## src/rtl/longest_axis_midpoint_partition_macros.svh

```systemverilog
// assertion macros
`ifndef LONGEST_AXIS_MIDPOINT_PARTITION_MACROS_SVH
`define LONGEST_AXIS_MIDPOINT_PARTITION_MACROS_SVH
`define LAMP_ASSERT_IMPL(label, clk, rst_n, ante, cons, msg) \
  label: assert property (@(posedge clk) disable iff (!rst_n) (ante) |-> (cons)) \
    else $error(msg);
`define LAMP_ASSERT_NEXT(label, clk, rst_n, ante, cons, msg) \
  label: assert property (@(posedge clk) disable iff (!rst_n) (ante) |=> (cons)) \
    else $error(msg);
`endif

```

## src/rtl/lamp_pkg.sv

```systemverilog
`default_nettype none
package lamp_pkg;
  localparam int MaxPoints = 64;
  localparam int CoordBits = 24;
  localparam int IdxBits = $clog2(MaxPoints);
  localparam int CntBits = $clog2(MaxPoints + 1);
  localparam int QDepth = 2;

  typedef logic signed [CoordBits-1:0] coord_t;

  typedef struct packed {
    coord_t x_coord;
    coord_t y_coord;
    coord_t z_coord;
    logic last_point;
  } in_beat_t;

  typedef struct packed {
    logic [5:0] orig_index;
    coord_t out_x;
    coord_t out_y;
    coord_t out_z;
    logic [6:0] split_position;
    logic [1:0] split_axis;
    logic degenerate;
    logic overflow;
    logic last_result;
  } out_beat_t;

  typedef struct packed {
    coord_t x;
    coord_t y;
    coord_t z;
    logic last;
    logic keep;
  } cmd_t;
endpackage
`default_nettype wire

```

## src/rtl/lamp_front.sv

```systemverilog
`default_nettype none
module lamp_front (
  input  wire logic              clk_i,
  input  wire logic              rst_ni,
  input  wire lamp_pkg::in_beat_t in_data_i,
  input  wire logic              in_valid_i,
  output logic                   in_ready_o,
  output lamp_pkg::cmd_t         cmd_o,
  output logic                   cmd_valid_o,
  input  wire logic              cmd_ready_i
);
  localparam int PtrBits = $clog2(lamp_pkg::QDepth);
  lamp_pkg::cmd_t q_mem [lamp_pkg::QDepth];
  logic [PtrBits-1:0] wr_q, rd_q;
  logic [PtrBits:0] fill_q;
  logic [lamp_pkg::CntBits-1:0] cnt_q;
  logic push, pop;

  assign in_ready_o = (fill_q != (PtrBits+1)'(lamp_pkg::QDepth));
  assign push = in_valid_i && in_ready_o;
  assign cmd_valid_o = (fill_q != '0);
  assign pop = cmd_valid_o && cmd_ready_i;
  assign cmd_o = q_mem[rd_q];

  always_ff @(posedge clk_i) begin
    if (push) begin
      q_mem[wr_q] <= '{x: in_data_i.x_coord, y: in_data_i.y_coord, z: in_data_i.z_coord,
                       last: in_data_i.last_point,
                       keep: (cnt_q != lamp_pkg::CntBits'(lamp_pkg::MaxPoints))};
    end
  end

  always_ff @(posedge clk_i or negedge rst_ni) begin
    if (!rst_ni) begin
      wr_q <= '0;
      rd_q <= '0;
      fill_q <= '0;
      cnt_q <= '0;
    end else begin
      if (push) begin
        wr_q <= wr_q + 1'b1;
        if (in_data_i.last_point) cnt_q <= '0;
        else if (cnt_q != lamp_pkg::CntBits'(lamp_pkg::MaxPoints)) cnt_q <= cnt_q + 1'b1;
      end
      if (pop) rd_q <= rd_q + 1'b1;
      fill_q <= fill_q + (PtrBits+1)'(push) - (PtrBits+1)'(pop);
    end
  end
endmodule
`default_nettype wire

```

## config.mk

```make
export PLATFORM = sky130hd
export DESIGN_NAME = lamp_front
export DESIGN_NICKNAME = d
export VERILOG_FILES = /design/src/rtl/longest_axis_midpoint_partition_macros.svh /design/src/rtl/lamp_pkg.sv /design/src/rtl/lamp_front.sv
export SDC_FILE = /design/constraint.sdc
export NUM_CORES = 1
export LEC_CHECK = 0
export ABC_AREA = 1
export BUFFER_PORTS_ARGS = -buffer_cell sky130_fd_sc_hd__buf_2
export CORE_ASPECT_RATIO = 1.75
export CORE_MARGIN = 4
export CORE_UTILIZATION = 45
export CTS_CLUSTER_DIAMETER = 60
export DETAILED_ROUTE_END_ITERATION = 7
export HOLD_SLACK_MARGIN = 0.15
export PLACE_DENSITY = 0.66
export SKIP_LAST_GASP = 1
export SYNTH_ARGS = -nofsm -noshare
export SYNTH_HDL_FRONTEND = slang
export SYNTH_SLANG_ARGS = --single-unit
```

## constraint.sdc

```tcl
create_clock -name clk_i -period 9.6 [get_ports clk_i]
set_input_delay 0.96 -clock clk_i [delete_from_list [all_inputs] [get_ports clk_i]]
set_output_delay 0.96 -clock clk_i [all_outputs]
set_load 0.01 [all_outputs]
```

Yosys cells after proc, flatten, opt, wreduce, memory -nomap -nowiden. Memories as Yosys holds them, arrays and structs flattened. Index checks and enable logic that the tools add are counted.

Register bits: 11. Memory bits (writable): 148. Memories: 1.

$add $sub $neg: 5. Eq/ne operators: 2. Mux-type cells: 4. Reduce and logical (&&, ||, !) cells: 5.

Memories: q_mem (depth 2, width 74, rd ports 1, clocked after Yosys merged registers in 0, write ports 1, line lamp_front.sv:13) `lamp_pkg::cmd_t q_mem [lamp_pkg::QDepth];`.

Operators with widths (number): $mux 7 (2); $add 7x1->7 const B (1); $ne 7x7->1 const B (1); $reduce_bool 2->1 (2); $add 1x1->1 const B (2); $add 2x1->2 (1); $logic_and 1x1->1 (2); $mux 1 (2); $ne 2x2->1 const B (1); $reduce_and 2->1 (1); $sub 2x1->2 (1).

Longest topological paths before layout. Gate-level depths: netlist (run 1).

Word-level depth: 4. Gate-level depth with buffers: 9. Gate-level depth less buffers: 9.

Worst setup path after synthesis (run 1). Ideal clock, no wire load.

Path kind: input to register. Start: input in_valid_i. End: memory q_mem[1][0] (netlist bit), enable pin. Library setup time: 0.508 ns. Arrival time: 4.154 ns. Data required time: 9.092 ns. Path slack: 4.938 ns. Stages: 2. Cell sequence: nand2_2 > nor2_1.

Longest elaborated chain between the ends: 3.

RTL lines: start, declared (line lamp_front.sv:6) `input wire logic in_valid_i,`; $logic_and 1x1->1 (line lamp_front.sv:20) `assign push = in_valid_i && in_ready_o;`; $mux 1 (line lamp_front.sv:26) `if (push) begin`; $mux 1 (not written as such) (line lamp_front.sv:27) `q_mem[wr_q] <= '{x: in_data_i.x_coord, y: in_data_i.y_coord, z: in_data_i.z_coord,`; end, declared (line lamp_front.sv:13).

No other way between the ends.

==> results.toml, run 1 <==
[detailed_routing]
routed-via-count = 3791
drtPass1Iterations = 4
route.detailed.wl_per_inst_um = 15.4
drt-total-wl_mm = 12.6
antenna_violating_nets_post_route = 0
vias_per_cell = 4.66
drc_errors = 0
starting_drc_count_in_detailed_routing = 211

[grt]
maximum_number_of_pins_on_one_net_before_global_route_repair = 76
globalRouteMet3Util_pct = 5.64
antenna_found_initial = 6
grt_first_pass_wirelength_mm = 19.4
busiest_layer = "met2"
grt_remaining_overflow = 0
grtUsageMet1_pct = 17.4
track_usage_pct = 16.9
grtUsageMet2_pct = 30.8
grt_pass1_vias = 4016

[die]
effective_utilization_at_floorplan_pct = 46.3
boundaryPins = 153
row_count = 55
dieWidth_um = 95.5
design.die.area_um2 = 15400
floorplan.die.height_um = 161
design.core.area_um2 = 13000

[layout]
post-route-cell-area_um2 = 7540
final_nets = 708
nFillCells = 1100
drive_above_1_share_pct = 30.6
register_area_um2 = 4720
final_common_cell = "nand2_1"
multi_input_comb_area_um2 = 1170
area.growth.synth_to_final_pct = 25.1
highest_count_cells_in_the_layout_ignoring_fill_and_taps = "nand2_1 (249), buf_2 (152), edfxtp_1 (148), clkbuf_16 (17), dfrtp_1 (10)"
postLayoutCoreUtil_pct = 58.0

[power]
post-layout-total-power_uw = 2340
p_leak_uw = 0.00328
max-vdd-ir-drop_mv = 0.395
power_density_nw_per_um2 = 311

[sta]
fin_skew_ns = 0.00783
max_slew.worst_pin.slew_ns = 0.989
drv_slew = 0
min_period_ns = 3.55
fin_tns_setup_ns = 0
final-hold-violation-count = 0
fin_worst_hold_slack_ns = 0.434
rsz0062_at_grt = "false"
report.final.setup_viol = 0
max_freq_mhz = 282
timing.final.crit_share_pct = 36.9
relSlewSlack_pct = 34.0

[cts]
clock_tree_from_tritoncts = "yes"
clk_pin_slew_worst_paths_ns = 0.06
worstSkewPairLatency_ns = 0.40
clk_path_buf_depth = 2
clock-root-buffer = "clkbuf_16"
post_cts_buffers = 0
cts-htree-levels = 4
tritoncts.num_buffers = 17
cts_sinks = 159
postCtsHoldBufs = 0
number_of_instances_resized_during_post_cts_repair = 0

[min_path]
hp-class = "in2async"

[setup_path]
critical_path_class = "reg2out"
cp_data_arrival_time_ns = 2.59
critical_path.endpoint_type = "output pin"
critical_path_peak_fanout = 75
worst-endpoint-required_ns = 8.64
worstSetupStartpointType = "flop"

[logic_synthesis]
synthDistinctLibCells = 19
synth-seq-area-share_pct = 78.3
syn_avg_cell_area_um2 = 12.9
mappedNetlistNets = 549
mappedNetlistArea_um2 = 6030
synth_seq_cells = 159
number_of_warning_messages_in_the_yosys_log = 0
number_of_cells_produced_by_synthesis = 469

[run_status]
outcome = "completed"

[placed_design]
dp.final_hpwl_mm = 8.42
dpl_cell_area_um2 = 6940
gpl_congestion = 0.737
placement.io_buffers = 152

[flow_run]
count_of_maximum_capacitance_violations = 0
## kinds of logic (layout without fill, tap and decap cells)
family / count (synthesis) / count (layout) / share of synthesized area (%)
other: 0 / 2 / 0
adders and majority gates: 3 / 3 / 0.623
DFF: 159 / 159 / 78.3
AOI/OAI and AO/OA: 2 / 2 / 0.166
xor gates and xnor gates: 6 / 6 / 0.872
and+or+nand+nor: 271 / 271 / 17.5
buffers and inverters: 28 / 200 / 2.51
## synthesized netlist by cell type, drive strengths merged
master	number	area, um^2
buf	15	103
clkbuf	1	3.75
dfrtp	11	275
edfxtp	148	4440
ha	3	37.5
inv	12	45.0
nand2	252	953
nand3	5	35.0
nand4	4	25.0
nor2	9	36.3
o21ai	2	10.0
or2	1	6.26
xnor2	2	17.5
xor2	4	35.0
## state kept, by name (all words and copies together) (netlist names)
register and count:
q_mem 148, rd_q 1, cnt_q 7, fill_q 2, wr_q 1
## layout make-up
class / count / area share, %
antenna: 2 / 0.0664
clock buffer: 22 / 6.02
clock inverter: 10 / 1.83
inverter: 12 / 0.598
multi-input combinational: 282 / 15.5
sequential: 159 / 62.6
tap: 171 / 2.84
timing repair buffer: 156 / 10.5
## worst max-delay path, stage by stage (launching register included)
cell,delay [ns]
dfrtp_2,0.33
buf_4,0.59
inv_2,0.47
buf_4,0.40
nand2_1,0.11
nand2_1,0.09
buf_2,0.15
## per-stage QoR
stage	std cells	setup WS, ns
3_3_place_gp	780	6.43
2_1_floorplan	469	4.94
3_5_place_dp	780	6.41
4_1_cts	812	5.97
5_1_grt	814	5.79
6_report	814	6.05
## layer usage
metal	up-vias	wire (um)
met1	1777	4510
met5	-	34
met3	20	703
met2	100	7150
met4	8	161
li1	1886	-
## where the power goes
group,switching (uW),internal [uW],leakage (uW)
Clock,244,416,0.000284
Sequential,44.1,942,0.00151
Combinational,473,226,0.00149
Total,760,1580,0.00328
## path summary, 6_finish.rpt
check	start	end	slack, ns	cells after the start
min	rst_ni	cnt_q[5]$_DFFE_PN0P_	0.43	1
min in group clk_i	cnt_q[0]$_DFFE_PN0P_	cnt_q[0]$_DFFE_PN0P_	0.54	2
max	rd_q$_DFFE_PN0P_	cmd_o[13]	6.05	6
max in group asynchronous	rst_ni	rd_q$_DFFE_PN0P_	8.91	1
max reg2reg	fill_q[1]$_DFF_PN0_	q_mem[1][21]$_DFFE_PP_	7.71	4
min reg2reg	cnt_q[0]$_DFFE_PN0P_	cnt_q[0]$_DFFE_PN0P_	0.54	2
Power figures use the tool's default switching activity.
==> inputs of run 2 (changes only) <==
PLACE_DENSITY = 0.69   (was 0.66)
clock period = 2.95 ns   (was 9.6 ns; I/O delays follow)
==> results.toml, run 2 (synthesis gave the netlist of run 1 again) <==
[setup_path]
worst-path-stages = 5
path_delay_family = "flip-flops"
worst-endpoint-required_ns = 2.65
critical_path.cell_chain = "inv_2 -> buf_4 -> nand2_1 -> nand2_1 -> buf_2"
cp_num_buf_inv = 3
critical_path_class = "reg2out"
max_stage_delay_ns = 0.83
crit_path_frequent_cell = "nand2_1"
critical_path_peak_fanout = 39
worstSetupStartpointType = "flop"
cp_data_arrival_time_ns = 2.16
rr_worst_depth = 4
critical_path.endpoint_type = "output pin"
critPathSlowestCell = "dfrtp_2"

[sta]
rsz0062_at_grt = "false"
final-hold-violation-count = 0
fin_tns_setup_ns = 0
fin_worst_hold_slack_ns = 0.211
fin_skew_ns = 0.00807
report.final.setup_viol = 0
relSlewSlack_pct = 51.4
max_freq_mhz = 407
min_period_ns = 2.46
drv_slew = 0
timing.final.crit_share_pct = 83.3
max_slew.worst_pin.slew_ns = 0.729

[power]
sequentialPowerShare_pct = 42.2
post-layout-total-power_uw = 7790
internal_power_uw = 5190
pwr-share-comb_pct = 30.4
p_leak_uw = 0.00361
power.clock.fraction_pct = 27.4
power.switching_fraction_pct = 33.3
power_density_nw_per_um2 = 937
max-vdd-ir-drop_mv = 0.950
power.switching_uw = 2600

[die]
design.die.area_um2 = 15400
boundaryPins = 153
dieWidth_um = 95.5
row_count = 55
floorplan.die.height_um = 161
design.core.area_um2 = 13000
effective_utilization_at_floorplan_pct = 46.3

[cts]
clk_pin_slew_worst_paths_ns = 0.06
clock-root-buffer = "clkbuf_16"
number_of_instances_resized_during_post_cts_repair = 0
worstSkewPairLatency_ns = 0.42
clk_path_buf_depth = 2
postCtsHoldBufs = 74
cts-htree-levels = 4
tritoncts.num_buffers = 17
clock_tree_from_tritoncts = "yes"
post_cts_buffers = 0
cts_sinks = 159

[min_path]
hp-class = "in2reg"
hold_crit_depth = 3

[placed_design]
dpl_cell_area_um2 = 6980
dp.final_hpwl_mm = 8.74
placed_cells = 782
gpl_congestion = 0.789
placement.io_buffers = 152

[layout]
largest-register = "q_mem"
largest_reg_flops = 148
post-route-cell-area_um2 = 8320
area.growth.synth_to_final_pct = 38.0
drive_above_1_share_pct = 27.9
final-instance-count-excl-fill = 889
largest_registers = "q_mem (148), cnt_q (7), fill_q (2)"
final_common_cell = "nand2_1"
highest_count_cells_in_the_layout_ignoring_fill_and_taps = "nand2_1 (249), buf_2 (152), edfxtp_1 (148), dlygate4sd3_1 (74), clkbuf_16 (17)"
final_nets = 784

[grt]
grt_remaining_overflow = 0
antenna_found_initial = 1
grt_pass1_vias = 4344
track_usage_pct = 18.4
grt_first_pass_wirelength_mm = 21.0
maximum_number_of_pins_on_one_net_before_global_route_repair = 75

[detailed_routing]
antenna_violating_nets_post_route = 0
route.detailed.wl_per_inst_um = 15.3
m1WireLength_mm = 4.83
detailroute.wirelength.met2_mm = 7.71
starting_drc_count_in_detailed_routing = 170
routed-via-count = 4202
vias_per_cell = 4.73
drc_errors = 0
drt-total-wl_mm = 13.6
drtPass1Iterations = 7
met3RoutedLength_um = 717
dr.max_layer_used = "met4"

[run_status]
outcome = "completed"

[flow_run]
count_of_maximum_capacitance_violations = 0
run 2: layout make-up:
| cell class | instances | area, um^2 |
|---|---|---|
| Sequential cell | 159 | 4720 |
| Inverter | 12 | 45.0 |
| Antenna cell | 1 | 2.50 |
| Tap cell | 171 | 214 |
| Clock inverter | 11 | 131 |
| Timing Repair Buffer | 232 | 1570 |
| Multi-Input combinational cell | 282 | 1170 |
| Fill cell | 957 | 4690 |
| Clock buffer | 21 | 460 |
run 2: tightest hold or removal path, stage by stage:
cell     delay, ns
buf_2         0.10
nand3_1       0.11
xor2_1        0.08
run 2: power groups by stage:
| stage | clock (uW) | sequential, uW | combinational [uW] |
|---|---|---|---|
| global placement | 0 | 3300 | 2260 |
| CTS | 2190 | 3280 | 2410 |
| global route | 2280 | 3330 | 2640 |
| detailed placement | 0 | 3330 | 2320 |
| floorplan | 0 | 3220 | 1460 |
| finish | 2140 | 3280 | 2370 |
run 2: metal layers:
metal / track usage (%) / vias to the layer above
met5: 0 / -
met4: 9.13 / 0
met3: 4.75 / 25
met2: 33.8 / 131
met1: 18.6 / 2004
li1: - / 2042
run 2: stage by stage:
stage	setup WS, ns	utilization [%]
2_1_floorplan	0.809	-
3_3_place_gp	0.940	53.7
3_5_place_dp	0.903	53.7
4_1_cts	0.443	63.9
5_1_grt	0.277	63.9
6_report	0.492	63.9
run 2: path summary, 6_finish.rpt:
kind / to / from / slack [ns]
setup / recovery: cmd_o[71] / rd_q$_DFFE_PN0P_ / 0.49
hold / removal: fill_q[1]$_DFF_PN0_ / cmd_ready_i / 0.21
setup reg to reg: q_mem[1][34]$_DFFE_PP_ / fill_q[1]$_DFF_PN0_ / 1.33
hold reg to reg: cnt_q[6]$_DFFE_PN0P_ / cnt_q[6]$_DFFE_PN0P_ / 0.53
max in group asynchronous: rd_q$_DFFE_PN0P_ / rst_ni / 2.40
min in group asynchronous: cnt_q[3]$_DFFE_PN0P_ / rst_ni / 0.30
==> inputs of run 3 (changes only) <==
PLACE_DENSITY = 0.66   (was 0.69)
clock period = 2.5 ns   (was 2.95 ns; I/O delays follow)
==> results.toml, run 3 (synthesis gave the netlist of run 1 again) <==
[power]
power.switching_fraction_pct = 33.8
sequentialPowerShare_pct = 41.9
p_leak_uw = 0.00360
power_density_nw_per_um2 = 1090
pwr-share-comb_pct = 31.5
max-vdd-ir-drop_mv = 1.10
power.clock.fraction_pct = 26.6
power.switching_uw = 3050
post-layout-total-power_uw = 9020
internal_power_uw = 5970

[sta]
report.final.setup_viol = 0
fin_skew_ns = 0.00706
fin_tns_setup_ns = 0
final-hold-violation-count = 0
layout_setup_ws_ns = 0.447
timing.final.crit_share_pct = 82.1
drv_slew = 0
rsz0062_at_grt = "false"
max_slew.worst_pin.slew_ns = 0.788
min_period_ns = 2.05
relSlewSlack_pct = 47.4
max_freq_mhz = 487

[setup_path]
critical_path.cell_chain = "buf_4 -> nand2_1 -> nand2_1 -> buf_2"
path_delay_family = "buffers and inverters"
worst-endpoint-required_ns = 2.25
cp_num_buf_inv = 2
critical_path.endpoint_type = "output pin"
critical_path_peak_fanout = 74
max_stage_delay_ns = 0.63
worstSetupStartpointType = "flop"
critPathSlowestCell = "buf_4"
critical_path_class = "reg2out"
cp_data_arrival_time_ns = 1.80
crit_path_frequent_cell = "nand2_1"

[cts]
clock_tree_from_tritoncts = "yes"
clock-root-buffer = "clkbuf_16"
number_of_instances_resized_during_post_cts_repair = 0
clk_pin_slew_worst_paths_ns = 0.06
clk_path_buf_depth = 2
tritoncts.num_buffers = 17
post_cts_buffers = 0
worstSkewPairLatency_ns = 0.40
postCtsHoldBufs = 75
cts_sinks = 159
cts-htree-levels = 4

[die]
design.die.area_um2 = 15400
design.core.area_um2 = 13000
row_count = 55
floorplan.die.height_um = 161
boundaryPins = 153
dieWidth_um = 95.5
effective_utilization_at_floorplan_pct = 46.3

[layout]
highest_count_cells_in_the_layout_ignoring_fill_and_taps = "nand2_1 (249), buf_2 (152), edfxtp_1 (148), dlygate4sd3_1 (75), clkbuf_16 (17)"
drive_above_1_share_pct = 28.0
largest_registers = "q_mem (148), cnt_q (7), fill_q (2)"
final_nets = 785
final_common_cell = "nand2_1"
area.growth.synth_to_final_pct = 37.4
antenna_cells_inserted = 0
largest-register = "q_mem"
largest_reg_flops = 148

[grt]
grt_first_pass_wirelength_mm = 20.9
grt_remaining_overflow = 0
grt_pass1_vias = 4388
antenna_found_initial = 0
maximum_number_of_pins_on_one_net_before_global_route_repair = 75
track_usage_pct = 18.0

[flow_run]
count_of_maximum_capacitance_violations = 0

[min_path]
hp-class = "in2async"

[detailed_routing]
drtPass1Iterations = 5
starting_drc_count_in_detailed_routing = 245
route.detailed.wl_per_inst_um = 14.7
antenna_violating_nets_post_route = 0
drt-total-wl_mm = 13.1
vias_per_cell = 4.65
drc_errors = 0
routed-via-count = 4133

[placed_design]
dp.final_hpwl_mm = 8.32
place_ws_ns = 0.857
placement.io_buffers = 152
gpl_congestion = 0.743

[run_status]
outcome = "completed"
## run 3: cell count changes in the layout (fill, tap and decap cells not counted)
cell,previous run,this run
dlygate4sd3_1,74,75
buf_12,2,1
clkinv_2,1,3
buf_4,4,5
bufinv_16,2,1
clkbuf_1,2,0
inv_8,0,2
diode_2,1,0
clkbuf_8,2,0
clkinv_1,0,1
## run 3: layout make-up
cell class | count | area (um^2)
well taps | 171 | 214
repair buffers | 233 | 1570
clock inverters | 15 | 138
clock buffers | 17 | 425
inverters | 12 | 45.0
multi-input cells | 282 | 1170
fillers | 1017 | 4720
flip-flops and latches | 159 | 4720
## run 3: metrics by stage
stage,utilization [%],std cells,instance area (um^2),hold slack [ns]
6_report,63.7,889,8280,0.256
5_1_grt,63.7,889,8280,0.267
4_1_cts,63.7,889,8280,0.238
3_5_place_dp,53.6,782,6970,0.149
3_3_place_gp,53.6,782,6970,0.145
2_1_floorplan,-,469,6040,-0.0456
## run 3: path summary, 6_finish.rpt
kind / start / end / slack [ns] / depth (start not counted)
worst max-delay path: rd_q$_DFFE_PN0P_ / cmd_o[8] / 0.45 / 4
worst min-delay path: rst_ni / cnt_q[0]$_DFFE_PN0P_ / 0.26 / 2
worst max register to register: fill_q[1]$_DFF_PN0_ / q_mem[0][39]$_DFFE_PP_ / 0.87 / 4
worst min register to register: cnt_q[6]$_DFFE_PN0P_ / cnt_q[6]$_DFFE_PN0P_ / 0.53 / 2
max in group asynchronous: rst_ni / rd_q$_DFFE_PN0P_ / 2.01 / 2
min in group clk_i: in_valid_i / fill_q[1]$_DFF_PN0_ / 0.29 / 4
## run 3: power by group through the flow
stage / clock [uW] / combinational [uW] / sequential (uW)
after global placement: 0 / 2750 / 3800
final: 2400 / 2850 / 3780
after global routing: 2570 / 3180 / 3830
after floorplan: 0 / 1720 / 3800
after detailed placement: 0 / 2800 / 3830
after CTS: 2460 / 2910 / 3780
## run 3: metal layers
metal	global-route usage [%]	up-vias	part of all wire (%)
li1	-	2041	-
met1	18.7	1948	35
met2	33.4	116	57
met3	4.66	28	5.3
met4	7.32	0	2.4
met5	0	-	0
